<file path="src/rtl/span_record_stream_parser_assert.svh">
// Assertion macros for the span record stream parser.
// Each macro expects clk and arst_n to be visible at the point of use.
`ifndef SPAN_RECORD_STREAM_PARSER_ASSERT_SVH
`define SPAN_RECORD_STREAM_PARSER_ASSERT_SVH

`ifndef SYNTHESIS

// Check a property on every clock edge outside reset
`define SRSP_ASSERT(lbl, prop) \
	lbl: assert property (@(posedge clk) disable iff (!arst_n) prop) \
		else $error("span parser assertion failed");

// Check that a condition never holds outside reset
`define SRSP_NEVER(lbl, cond) \
	lbl: assert property (@(posedge clk) disable iff (!arst_n) !(cond)) \
		else $error("span parser forbidden condition seen");

`else

`define SRSP_ASSERT(lbl, prop)
`define SRSP_NEVER(lbl, cond)

`endif

`endif

</file>
<file path="src/rtl/srsp_pkg.sv">
// ----------------------------------------------------------------------------
// srsp_pkg
// Shared types and constants of the span record stream parser: beat
// payloads, result kinds, header field codes and the queue entry format.
// ----------------------------------------------------------------------------
`default_nettype none

package srsp_pkg;

	// Capacity limits and defaults
	localparam int NameCapacity    = 64;
	localparam int KeyCapacity     = 32;
	localparam int ValueCapacity   = 64;
	localparam int AnnotationLimit = 16;

	// Queue between front and back (power of two)
	localparam int QueueDepth = 4;

	// Result kinds
	localparam logic [2:0] KIND_HEADER = 3'd0;
	localparam logic [2:0] KIND_NAME   = 3'd1;
	localparam logic [2:0] KIND_KEY    = 3'd2;
	localparam logic [2:0] KIND_VALUE  = 3'd3;
	localparam logic [2:0] KIND_DONE   = 3'd4;
	localparam logic [2:0] KIND_ERROR  = 3'd5;

	// Header field codes
	localparam logic [2:0] FLD_TRACE    = 3'd0;
	localparam logic [2:0] FLD_SPAN     = 3'd1;
	localparam logic [2:0] FLD_PARENT   = 3'd2;
	localparam logic [2:0] FLD_START    = 3'd3;
	localparam logic [2:0] FLD_DURATION = 3'd4;
	localparam logic [2:0] FLD_SAMPLED  = 3'd5;
	localparam logic [2:0] FLD_NAMELEN  = 3'd6;
	localparam logic [2:0] FLD_COUNT    = 3'd7;

	typedef struct packed {
		logic [7:0] data_byte;
		logic       end_of_buffer;
	} span_in_t;

	typedef struct packed {
		logic [2:0]  kind;
		logic [2:0]  field_id;
		logic [63:0] payload;
		logic [3:0]  annotation_index;
		logic [15:0] byte_position;
		logic        keep;
		logic        last_result;
	} span_out_t;

	// One input byte's work: an optional primary result and an optional
	// trailing done or error result
	typedef struct packed {
		logic        prim_valid;
		logic [2:0]  kind;
		logic [2:0]  field_id;
		logic [63:0] payload;
		logic        scale_us;
		logic [3:0]  annotation_index;
		logic [15:0] byte_position;
		logic        keep;
		logic        tail_valid;
		logic        tail_error;
		logic [31:0] consumed;
	} srsp_op_t;

endpackage

`default_nettype wire

</file>
<file path="src/rtl/srsp_front.sv">
// ----------------------------------------------------------------------------
// srsp_front
// Byte parser. Tracks the record layout one byte per cycle while the queue has
// room, turning each byte into at most one queue entry describing its results.
// ----------------------------------------------------------------------------
`default_nettype none

module srsp_front #(
	parameter int ANNOTATION_LIMIT = srsp_pkg::AnnotationLimit
) (
	input  wire                 clk,
	input  wire                 arst_n,
	input  wire                 in_valid,
	output logic                in_ready,
	input  wire srsp_pkg::span_in_t in_data,
	output logic                push,
	output srsp_pkg::srsp_op_t  push_op,
	input  wire                 q_full
);
	import srsp_pkg::*;

	localparam int AW = $clog2(ANNOTATION_LIMIT + 1);

	localparam logic [3:0] PH_HEADER    = 4'd0;
	localparam logic [3:0] PH_NAME      = 4'd1;
	localparam logic [3:0] PH_KEYLEN_HI = 4'd2;
	localparam logic [3:0] PH_KEYLEN_LO = 4'd3;
	localparam logic [3:0] PH_KEY       = 4'd4;
	localparam logic [3:0] PH_VALLEN_HI = 4'd5;
	localparam logic [3:0] PH_VALLEN_LO = 4'd6;
	localparam logic [3:0] PH_VALUE     = 4'd7;
	localparam logic [3:0] PH_WAIT      = 4'd8;

	logic [3:0]    phase_q, phase_d;
	logic [5:0]    hcnt_q, hcnt_d;
	logic [63:0]   asm_q, asm_d, asm_new;
	logic [15:0]   namelen_q, namelen_d;
	logic [15:0]   total_q, total_d;
	logic [AW-1:0] cur_q, cur_d, cur_inc;
	logic [15:0]   rem_q, rem_d;
	logic [15:0]   pos_q, pos_d;
	logic [7:0]    lhb_q, lhb_d;
	logic [31:0]   cnt_q, cnt_d, cnt_inc;
	logic [15:0]   len;
	logic [16:0]   pos_next;
	logic          more_cur, more_inc;
	logic          complete, clear, bad;
	logic          accept;
	srsp_op_t      op;

	assign in_ready = !q_full;
	assign accept   = in_valid && in_ready;

	// Annotation bookkeeping
	assign cur_inc  = cur_q + AW'(1);
	assign more_cur = (17'(cur_q) < {1'b0, total_q}) &&
		(17'(cur_q) < 17'(ANNOTATION_LIMIT));
	assign more_inc = (17'(cur_inc) < {1'b0, total_q}) &&
		(17'(cur_inc) < 17'(ANNOTATION_LIMIT));
	assign asm_new  = {asm_q[55:0], in_data.data_byte};
	assign cnt_inc  = cnt_q + 32'd1;
	assign len      = {lhb_q, in_data.data_byte};
	assign pos_next = {1'b0, pos_q} + 17'd1;

	// Next phase and the entry for this byte
	always_comb begin
		phase_d   = phase_q;
		hcnt_d    = hcnt_q;
		asm_d     = asm_q;
		namelen_d = namelen_q;
		total_d   = total_q;
		cur_d     = cur_q;
		rem_d     = rem_q;
		pos_d     = pos_q;
		lhb_d     = lhb_q;
		cnt_d     = cnt_q;
		op        = '0;
		complete  = 1'b0;
		clear     = 1'b0;
		bad       = 1'b0;
		if (phase_q == PH_WAIT) begin
			clear = in_data.end_of_buffer;
		end else begin
			cnt_d = cnt_inc;
			unique case (phase_q)
				PH_HEADER: begin
					asm_d = asm_new;
					op.kind = KIND_HEADER;
					op.payload = asm_new;
					if (hcnt_q[2:0] == 3'd7 && hcnt_q < 6'd32) begin
						op.prim_valid = 1'b1;
						op.field_id = hcnt_q[5:3];
					end else if (hcnt_q == 6'd39) begin
						op.prim_valid = 1'b1;
						op.field_id = FLD_DURATION;
						op.scale_us = 1'b1;
					end else if (hcnt_q == 6'd40) begin
						op.prim_valid = 1'b1;
						op.field_id = FLD_SAMPLED;
						op.payload = {63'd0, |in_data.data_byte};
					end else if (hcnt_q == 6'd43) begin
						op.prim_valid = 1'b1;
						op.field_id = FLD_NAMELEN;
						op.payload = {48'd0, asm_new[15:0]};
						namelen_d = asm_new[15:0];
					end else if (hcnt_q == 6'd45) begin
						op.prim_valid = 1'b1;
						op.field_id = FLD_COUNT;
						op.payload = {48'd0, asm_new[15:0]};
						total_d = asm_new[15:0];
					end
					if (hcnt_q >= 6'd47) begin
						if (namelen_q != 16'd0) begin
							phase_d = PH_NAME;
							rem_d = namelen_q;
							pos_d = 16'd0;
						end else if (more_cur) begin
							phase_d = PH_KEYLEN_HI;
						end else begin
							complete = 1'b1;
						end
					end else begin
						hcnt_d = hcnt_q + 6'd1;
					end
				end
				PH_NAME: begin
					op.prim_valid = 1'b1;
					op.kind = KIND_NAME;
					op.payload = {56'd0, in_data.data_byte};
					op.byte_position = pos_q;
					op.keep = pos_next < 17'(NameCapacity);
					pos_d = pos_next[15:0];
					rem_d = rem_q - 16'd1;
					if (rem_q == 16'd1) begin
						if (more_cur) phase_d = PH_KEYLEN_HI;
						else complete = 1'b1;
					end
				end
				PH_KEYLEN_HI: begin
					lhb_d = in_data.data_byte;
					phase_d = PH_KEYLEN_LO;
				end
				PH_VALLEN_HI: begin
					lhb_d = in_data.data_byte;
					phase_d = PH_VALLEN_LO;
				end
				PH_KEYLEN_LO: begin
					if (len != 16'd0) begin
						phase_d = PH_KEY;
						rem_d = len;
						pos_d = 16'd0;
					end else begin
						phase_d = PH_VALLEN_HI;
					end
				end
				PH_KEY: begin
					op.prim_valid = 1'b1;
					op.kind = KIND_KEY;
					op.payload = {56'd0, in_data.data_byte};
					op.annotation_index = 4'(cur_q);
					op.byte_position = pos_q;
					op.keep = pos_next < 17'(KeyCapacity);
					pos_d = pos_next[15:0];
					rem_d = rem_q - 16'd1;
					if (rem_q == 16'd1) phase_d = PH_VALLEN_HI;
				end
				PH_VALLEN_LO: begin
					if (len != 16'd0) begin
						phase_d = PH_VALUE;
						rem_d = len;
						pos_d = 16'd0;
					end else begin
						cur_d = cur_inc;
						if (more_inc) phase_d = PH_KEYLEN_HI;
						else complete = 1'b1;
					end
				end
				PH_VALUE: begin
					op.prim_valid = 1'b1;
					op.kind = KIND_VALUE;
					op.payload = {56'd0, in_data.data_byte};
					op.annotation_index = 4'(cur_q);
					op.byte_position = pos_q;
					op.keep = pos_next < 17'(ValueCapacity);
					pos_d = pos_next[15:0];
					rem_d = rem_q - 16'd1;
					if (rem_q == 16'd1) begin
						cur_d = cur_inc;
						if (more_inc) phase_d = PH_KEYLEN_HI;
						else complete = 1'b1;
					end
				end
				default: begin
					bad = 1'b1;
					clear = 1'b1;
				end
			endcase
			// Close the record on completion or on an early buffer end
			if (!bad) begin
				if (complete) begin
					op.tail_valid = 1'b1;
					op.consumed = cnt_inc;
					if (in_data.end_of_buffer) clear = 1'b1;
					else phase_d = PH_WAIT;
				end else if (in_data.end_of_buffer) begin
					op.tail_valid = 1'b1;
					op.tail_error = 1'b1;
					clear = 1'b1;
				end
			end
		end
		if (clear) begin
			phase_d   = PH_HEADER;
			hcnt_d    = '0;
			asm_d     = '0;
			namelen_d = '0;
			total_d   = '0;
			cur_d     = '0;
			rem_d     = '0;
			pos_d     = '0;
			lhb_d     = '0;
			cnt_d     = '0;
		end
	end

	assign push    = accept && (op.prim_valid || op.tail_valid);
	assign push_op = op;

	// Advance parser state on each accepted beat
	always_ff @(posedge clk or negedge arst_n) begin
		if (!arst_n) begin
			phase_q   <= PH_HEADER;
			hcnt_q    <= '0;
			asm_q     <= '0;
			namelen_q <= '0;
			total_q   <= '0;
			cur_q     <= '0;
			rem_q     <= '0;
			pos_q     <= '0;
			lhb_q     <= '0;
			cnt_q     <= '0;
		end else if (accept) begin
			phase_q   <= phase_d;
			hcnt_q    <= hcnt_d;
			asm_q     <= asm_d;
			namelen_q <= namelen_d;
			total_q   <= total_d;
			cur_q     <= cur_d;
			rem_q     <= rem_d;
			pos_q     <= pos_d;
			lhb_q     <= lhb_d;
			cnt_q     <= cnt_d;
		end
	end

endmodule

`default_nettype wire

</file>
<file path="src/rtl/srsp_queue.sv">
// ----------------------------------------------------------------------------
// srsp_queue
// Small first-in first-out queue of parsed entries between front and back.
// ----------------------------------------------------------------------------
`default_nettype none

`include "span_record_stream_parser_assert.svh"

module srsp_queue (
	input  wire                 clk,
	input  wire                 arst_n,
	input  wire                 push,
	input  wire srsp_pkg::srsp_op_t push_op,
	output logic                full,
	input  wire                 pop,
	output logic                head_valid,
	output srsp_pkg::srsp_op_t  head_op
);
	import srsp_pkg::*;

	localparam int PW = $clog2(QueueDepth);

	srsp_op_t       mem_q [QueueDepth];
	logic [PW-1:0]  wr_ptr_q, rd_ptr_q;
	logic [PW:0]    count_q;

	assign full       = count_q == (PW + 1)'(QueueDepth);
	assign head_valid = count_q != '0;
	assign head_op    = mem_q[rd_ptr_q];

	// Store entries
	always_ff @(posedge clk) begin
		if (push) mem_q[wr_ptr_q] <= push_op;
	end

	// Advance pointers and occupancy
	always_ff @(posedge clk or negedge arst_n) begin
		if (!arst_n) begin
			wr_ptr_q <= '0;
			rd_ptr_q <= '0;
			count_q  <= '0;
		end else begin
			if (push) wr_ptr_q <= wr_ptr_q + PW'(1);
			if (pop) rd_ptr_q <= rd_ptr_q + PW'(1);
			if (push && !pop) count_q <= count_q + (PW + 1)'(1);
			else if (pop && !push) count_q <= count_q - (PW + 1)'(1);
		end
	end

	`SRSP_NEVER(a_push_full, push && full)
	`SRSP_NEVER(a_pop_empty, pop && !head_valid)
	`SRSP_NEVER(a_count_range, count_q > (PW + 1)'(QueueDepth))
	`SRSP_ASSERT(a_push_nonempty, push |-> (push_op.prim_valid || push_op.tail_valid))

endmodule

`default_nettype wire

</file>
<file path="src/rtl/srsp_back.sv">
// ----------------------------------------------------------------------------
// srsp_back
// Result issue. Expands each queue entry into one or two result beats and
// holds them in the output register; scales the duration to nanoseconds.
// ----------------------------------------------------------------------------
`default_nettype none

module srsp_back (
	input  wire                 clk,
	input  wire                 arst_n,
	input  wire                 head_valid,
	input  wire srsp_pkg::srsp_op_t head_op,
	output logic                pop,
	output logic                out_valid,
	input  wire                 out_ready,
	output srsp_pkg::span_out_t out_data
);
	import srsp_pkg::*;

	logic        out_valid_q;
	span_out_t   out_q, out_d;
	logic        second_q, second_d;
	logic        load;
	logic [63:0] scaled;

	// Times 1000 as 1024 - 32 + 8
	assign scaled = (head_op.payload << 10) - (head_op.payload << 5) +
		(head_op.payload << 3);

	// Pick the next beat from the head entry
	always_comb begin
		out_d    = '0;
		pop      = 1'b0;
		load     = 1'b0;
		second_d = second_q;
		if (head_valid && (!out_valid_q || out_ready)) begin
			load = 1'b1;
			if (head_op.prim_valid && !second_q) begin
				out_d.kind             = head_op.kind;
				out_d.field_id         = head_op.field_id;
				out_d.payload          = head_op.scale_us ? scaled : head_op.payload;
				out_d.annotation_index = head_op.annotation_index;
				out_d.byte_position    = head_op.byte_position;
				out_d.keep             = head_op.keep;
				out_d.last_result      = !head_op.tail_valid;
				if (head_op.tail_valid) second_d = 1'b1;
				else pop = 1'b1;
			end else begin
				out_d.kind        = head_op.tail_error ? KIND_ERROR : KIND_DONE;
				out_d.payload     = head_op.tail_error ? 64'd0 : {32'd0, head_op.consumed};
				out_d.last_result = 1'b1;
				pop               = 1'b1;
				second_d          = 1'b0;
			end
		end
	end

	// Hold the beat until taken
	always_ff @(posedge clk or negedge arst_n) begin
		if (!arst_n) begin
			out_valid_q <= 1'b0;
			second_q    <= 1'b0;
		end else begin
			second_q <= second_d;
			if (load) out_valid_q <= 1'b1;
			else if (out_ready) out_valid_q <= 1'b0;
		end
	end

	always_ff @(posedge clk) begin
		if (load) out_q <= out_d;
	end

	assign out_valid = out_valid_q;
	assign out_data  = out_q;

endmodule

`default_nettype wire

</file>
<file path="src/rtl/span_record_stream_parser.sv">
// ----------------------------------------------------------------------------
// span_record_stream_parser
// Parses a span record byte stream into header fields, string bytes and a
// done or error marker.
//
//   channel | direction | handshake              | payload
//   in      | input     | in_valid / in_ready    | srsp_pkg::span_in_t
//   out     | output    | out_valid / out_ready  | srsp_pkg::span_out_t
//
// One byte is accepted per cycle while the four-entry queue has room.
// A byte yields zero, one or two results; the output register issues one
// result per cycle while out_ready is high, so a byte with a header field or
// string byte plus done or error takes two output beats.
// First result is registered in the queue and then in the output register.
// Reset clears parser state and queue pointers at once; no clearing pass.
// ----------------------------------------------------------------------------
`default_nettype none

module span_record_stream_parser #(
	parameter int ANNOTATION_LIMIT = srsp_pkg::AnnotationLimit
) (
	input  wire                 clk,
	input  wire                 arst_n,
	input  wire                 in_valid,
	output logic                in_ready,
	input  wire srsp_pkg::span_in_t in_data,
	output logic                out_valid,
	input  wire                 out_ready,
	output srsp_pkg::span_out_t out_data
);
	import srsp_pkg::*;

	logic      push, pop, q_full, head_valid;
	srsp_op_t  push_op, head_op;

	srsp_front #(
		.ANNOTATION_LIMIT(ANNOTATION_LIMIT)
	) u_front (
		.clk      (clk),
		.arst_n   (arst_n),
		.in_valid (in_valid),
		.in_ready (in_ready),
		.in_data  (in_data),
		.push     (push),
		.push_op  (push_op),
		.q_full   (q_full)
	);

	srsp_queue u_queue (
		.clk        (clk),
		.arst_n     (arst_n),
		.push       (push),
		.push_op    (push_op),
		.full       (q_full),
		.pop        (pop),
		.head_valid (head_valid),
		.head_op    (head_op)
	);

	srsp_back u_back (
		.clk        (clk),
		.arst_n     (arst_n),
		.head_valid (head_valid),
		.head_op    (head_op),
		.pop        (pop),
		.out_valid  (out_valid),
		.out_ready  (out_ready),
		.out_data   (out_data)
	);

endmodule

`default_nettype wire
</file>
<file path="config.mk">
export PLATFORM = sky130hd
export DESIGN_NAME = span_record_stream_parser
export DESIGN_NICKNAME = d
export VERILOG_FILES = /design/src/rtl/srsp_pkg.sv /design/src/rtl/srsp_front.sv /design/src/rtl/srsp_queue.sv /design/src/rtl/srsp_back.sv /design/src/rtl/span_record_stream_parser.sv
export VERILOG_INCLUDE_DIRS = /design/src /design/src/rtl
export SDC_FILE = /design/constraint.sdc
export NUM_CORES = 1
export LEC_CHECK = 0
export BUFFER_PORTS_ARGS = -buffer_cell sky130_fd_sc_hd__buf_4
export CORE_UTILIZATION = 37
export CTS_CLUSTER_DIAMETER = 60
export DETAILED_ROUTE_END_ITERATION = 6
export PLACE_DENSITY_LB_ADDON = 0.05
export SLEW_MARGIN = 40
export SYNTH_ARGS = -nofsm -noshare
export SYNTH_HDL_FRONTEND = slang
export SYNTH_SLANG_ARGS = --single-unit
export TNS_END_PERCENT = 5
</file>
<file path="constraint.sdc">
create_clock -name clk -period 8 [get_ports clk]
set_clock_uncertainty 0.2 [all_clocks]
set_input_delay 0.4 -clock clk [delete_from_list [all_inputs] [get_ports clk]]
set_output_delay 0.4 -clock clk [all_outputs]
set_load 0.005 [all_outputs]
</file>
==> impl_metrics.py <==
metrics = {
    "worst_setup_path": {
        "timing.setup.critical_path_class": "register to register",
        "cp-end-kind": "register",
        "cp_data_required_time_ns": 8.19,
        "timing.critical_path.arrival_ns": 6.31,
        "crit_fanout": 48,
        "rr_worst_depth": 16,
        "worstSetupStartpointType": "register",
        "worst_r2r_startpoint": "u_queue.rd_ptr_q[1]",
        "reg2reg_setup_slack_ns": 1.88,
        "critical_path.reg2reg.endpoint": "u_back.out_data[84]",
    },
    "sta": {
        "final_hold_viol_count": 0,
        "max_slew.worst_pin.slew_ns": 0.837,
        "setup-tns-final_ns": 0,
        "post_route_minimum_period_ns": 6.12,
        "relSlewSlack": 0.440,
        "rsz0062_at_grt": "no",
        "timing.fmax_mhz": 163,
        "slew_violations": 0,
        "setup_viol": 0,
        "share_of_the_cycle_needed_by_the_critical_path_after_routing": 0.765,
    },
    "cells_and_area": {
        "finish.net_count": 3153,
        "insertedDiodeCount": 0,
        "final_layout_size_suffix_gt1_frac": 0.156,
        "synthToLayoutAreaGrowth_pct": 15.1,
    },
    "synth": {
        "ys_seq_elements": 780,
        "number_of_enable_type_register_cells_in_the_synthesized_netlist": 596,
        "synthesis.area_per_instance_um2": 13.0,
        "synthesis.area_mm2": 0.0376,
        "synthesis.yosys.warnings": 0,
        "ys.flop_type": "edfxtp_1",
        "yosys.cell_types.count": 74,
        "fraction_of_registers_with_async_set_reset": 0.236,
        "ys_seq_area_frac": 0.598,
        "post-synth-top-count-cell": "edfxtp_1",
        "synth_top_cells_by_count": "edfxtp_1, inv_1, nand2_1, dfrtp_1, nor2_1",
        "synth_top_cell_area_share": 0.476,
        "mappedNetlistNets": 3042,
        "yosysTopAreaCell": "edfxtp_1",
        "synthTopCellsByArea": "edfxtp_1, dfrtp_1, mux4_2",
        "synth_cells": 2888,
    },
    "clock_network": {
        "htreeDepth": 3,
        "numCtsBuffers": 93,
        "cts.repair.resized": 0,
        "cts_sinks": 780,
        "insertion_delay_of_the_later_clocked_pin_in_the_worst_skew_pair_ns": 0.67,
        "post-cts-setup-buffers": 0,
        "postCtsHoldBufs": 12,
        "cts_tree": "done",
        "clk_pin_slew_worst_paths_ns": 0.06,
        "clk_path_buf_depth": 3,
        "cts.root.buffer_cell": "clkbuf_16",
    },
    "place": {
        "buffers_on_ports": 106,
        "routabilityCongestion": 0.906,
        "dp_hpwl_um": 73100,
    },
    "drt": {
        "drc": 0,
        "drt_iter0_drc": 2038,
        "vias": 23600,
        "drt_pre_antenna_iters": 6,
        "vias_per_cell": 5.32,
        "postRouteAntennaNets": 0,
        "wirelength_um": 106000,
        "post_drt_wl_per_cell_um": 23.9,
    },
    "grt": {
        "grt_use_met3": 0.0258,
        "number_of_global_route_vias_before_repair": 24400,
        "largest_net_degree_at_the_start_of_global_routing": 91,
        "number_of_antenna_violations_at_the_first_check_in_global_routing": 3,
        "grt_pass1_wl_um": 160000,
        "busiest_layer": "met1",
        "grt-ovfl-total": 0,
        "met1_usage": 0.315,
        "global_route_track_usage_on_met2": 0.314,
        "groute.usage.overall": 0.208,
    },
    "floorplanning": {
        "floorplan.io_pins": 107,
        "die_y_um": 321,
        "coreArea_mm2": 0.100,
        "chipWidth_um": 321,
        "initial_utilization": 0.375,
        "design.die.area_mm2": 0.103,
        "core.rowCount": 116,
    },
    "run_status": {
        "result_of_the_run": "completed",
    },
    "flow_run": {
        "maxCapViolations": 0,
    },
    "hold_path": {
        "min_path_type": "input pin to asynchronous set/reset pin",
    },
}
==> critical path: stages, from the launching register on <==
cell and delay (ns):
dfrtp_4 0.92, mux2_1 0.40, o21ai_0 0.66, ha_1 0.37, ha_1 0.36, and3b_1 0.20
a2bb2oi_1 0.45, a21oi_1 0.18, a211oi_1 0.29, buf_4 0.21, nor3_1 0.08, o211ai_1 0.36
or3b_1 0.50, a21oi_1 0.20, o21ai_0 0.14, nor4_1 0.22, nor4_1 0.08
==> through the flow <==
| step | cells | area [µm²] | setup slack (ns) | hold WS (ns) | utilization |
|---|---|---|---|---|---|
| after floorplan | 2888 | 37600 | 2.02 | -0.0956 | - |
| after global placement | 4244 | 40000 | 1.92 | 0.280 | 0.398 |
| after detailed placement | 4247 | 40100 | 1.95 | 0.283 | 0.399 |
| after CTS | 4435 | 43200 | 1.93 | 0.110 | 0.431 |
| after global routing | 4437 | 43300 | 1.67 | 0.158 | 0.431 |
| final | 4437 | 43300 | 1.88 | 0.105 | 0.431 |
==> placed cells by master, fill, tap and decap left out, types with 14 or more instances in the layout <==
master,Yosys,final
nor4_1,17,17
o22ai_1,30,30
and2_1,106,102
buf_4,0,142
nand2_1,201,200
o21ai_0,178,176
nor2b_1,24,23
mux2_2,32,32
a22o_1,67,67
nor2_1,180,175
clkinv_1,0,14
fa_1,54,54
nor3_1,29,28
mux4_2,120,120
clkbuf_1,117,24
o31ai_1,18,18
nand4_1,30,30
nand2b_1,14,14
a21o_1,44,44
a31oi_1,14,14
xnor2_1,57,57
a21oi_1,137,136
inv_1,227,226
edfxtp_1,596,596
xor2_1,45,45
and3_1,59,59
o21bai_1,14,14
clkbuf_16,0,94
nand3_1,31,31
ha_1,87,87
dfrtp_1,184,182
==> worst max path at each step <==
stage / depth (start not counted) / slack (ns) / start / end
after floorplan: 12 / 2.02 / u_front.cur_q[0] / u_queue.mem_q[0][0]
after global placement: 16 / 1.92 / u_queue.rd_ptr_q[0] / u_back.out_data[84]
after detailed placement: 15 / 1.95 / u_queue.rd_ptr_q[1] / u_back.out_data[78]
after CTS: 15 / 1.93 / u_queue.rd_ptr_q[1] / u_back.out_data[78]
after global routing: 18 / 1.67 / u_queue.rd_ptr_q[1] / u_back.out_data[76]
final: 16 / 1.88 / u_queue.rd_ptr_q[1] / u_back.out_data[84]
==> per-layer routing <==
metal	wire length, µm	part of all wire	up-vias
li1	-	-	10900
met1	52200	0.49	12000
met2	47100	0.44	558
met3	4790	0.045	123
met4	2200	0.021	0
met5	0	0	-
==> final cells by class <==
| cell class | count | area (µm²) |
|---|---|---|
| repair buffers | 165 | 1390 |
| well taps | 1357 | 1700 |
| fillers | 9331 | 57100 |
| multi-input cells | 1732 | 13800 |
| clock inverters | 55 | 559 |
| flip-flops and latches | 780 | 22500 |
| clock buffers | 121 | 2480 |
| inverters | 227 | 855 |
==> flip-flops by register name, summed over array words and instances, names as in the netlist, 2 cells and up <==
register	flops
u_queue.mem_q	504
u_front.namelen_q	16
u_back.out_data	92
u_front.cnt_q	32
u_queue.rd_ptr_q	2
u_front.cur_q	5
u_front.rem_q	16
u_front.phase_q	4
u_front.pos_q	16
u_front.hcnt_q	6
u_front.lhb_q	8
u_queue.wr_ptr_q	2
u_front.total_q	16
u_front.asm_q	56
u_queue.count_q	3
==> logic make-up (layout without fill, tap and decap cells) <==
| logic type | after synthesis | count (layout) | share of synthesized area |
|---|---|---|---|
| flops | 780 | 780 | 0.598 |
| fa+ha+maj | 141 | 141 | 0.0577 |
| buf+inv | 376 | 568 | 0.0378 |
| xor+xnor | 102 | 102 | 0.0237 |
| compound gates | 601 | 601 | 0.103 |
| simple gates | 725 | 725 | 0.0942 |
| mux | 163 | 163 | 0.0857 |
Power is not shown: default switching activity piles up to over one toggle a cycle in this logic, so the estimate is an artifact.
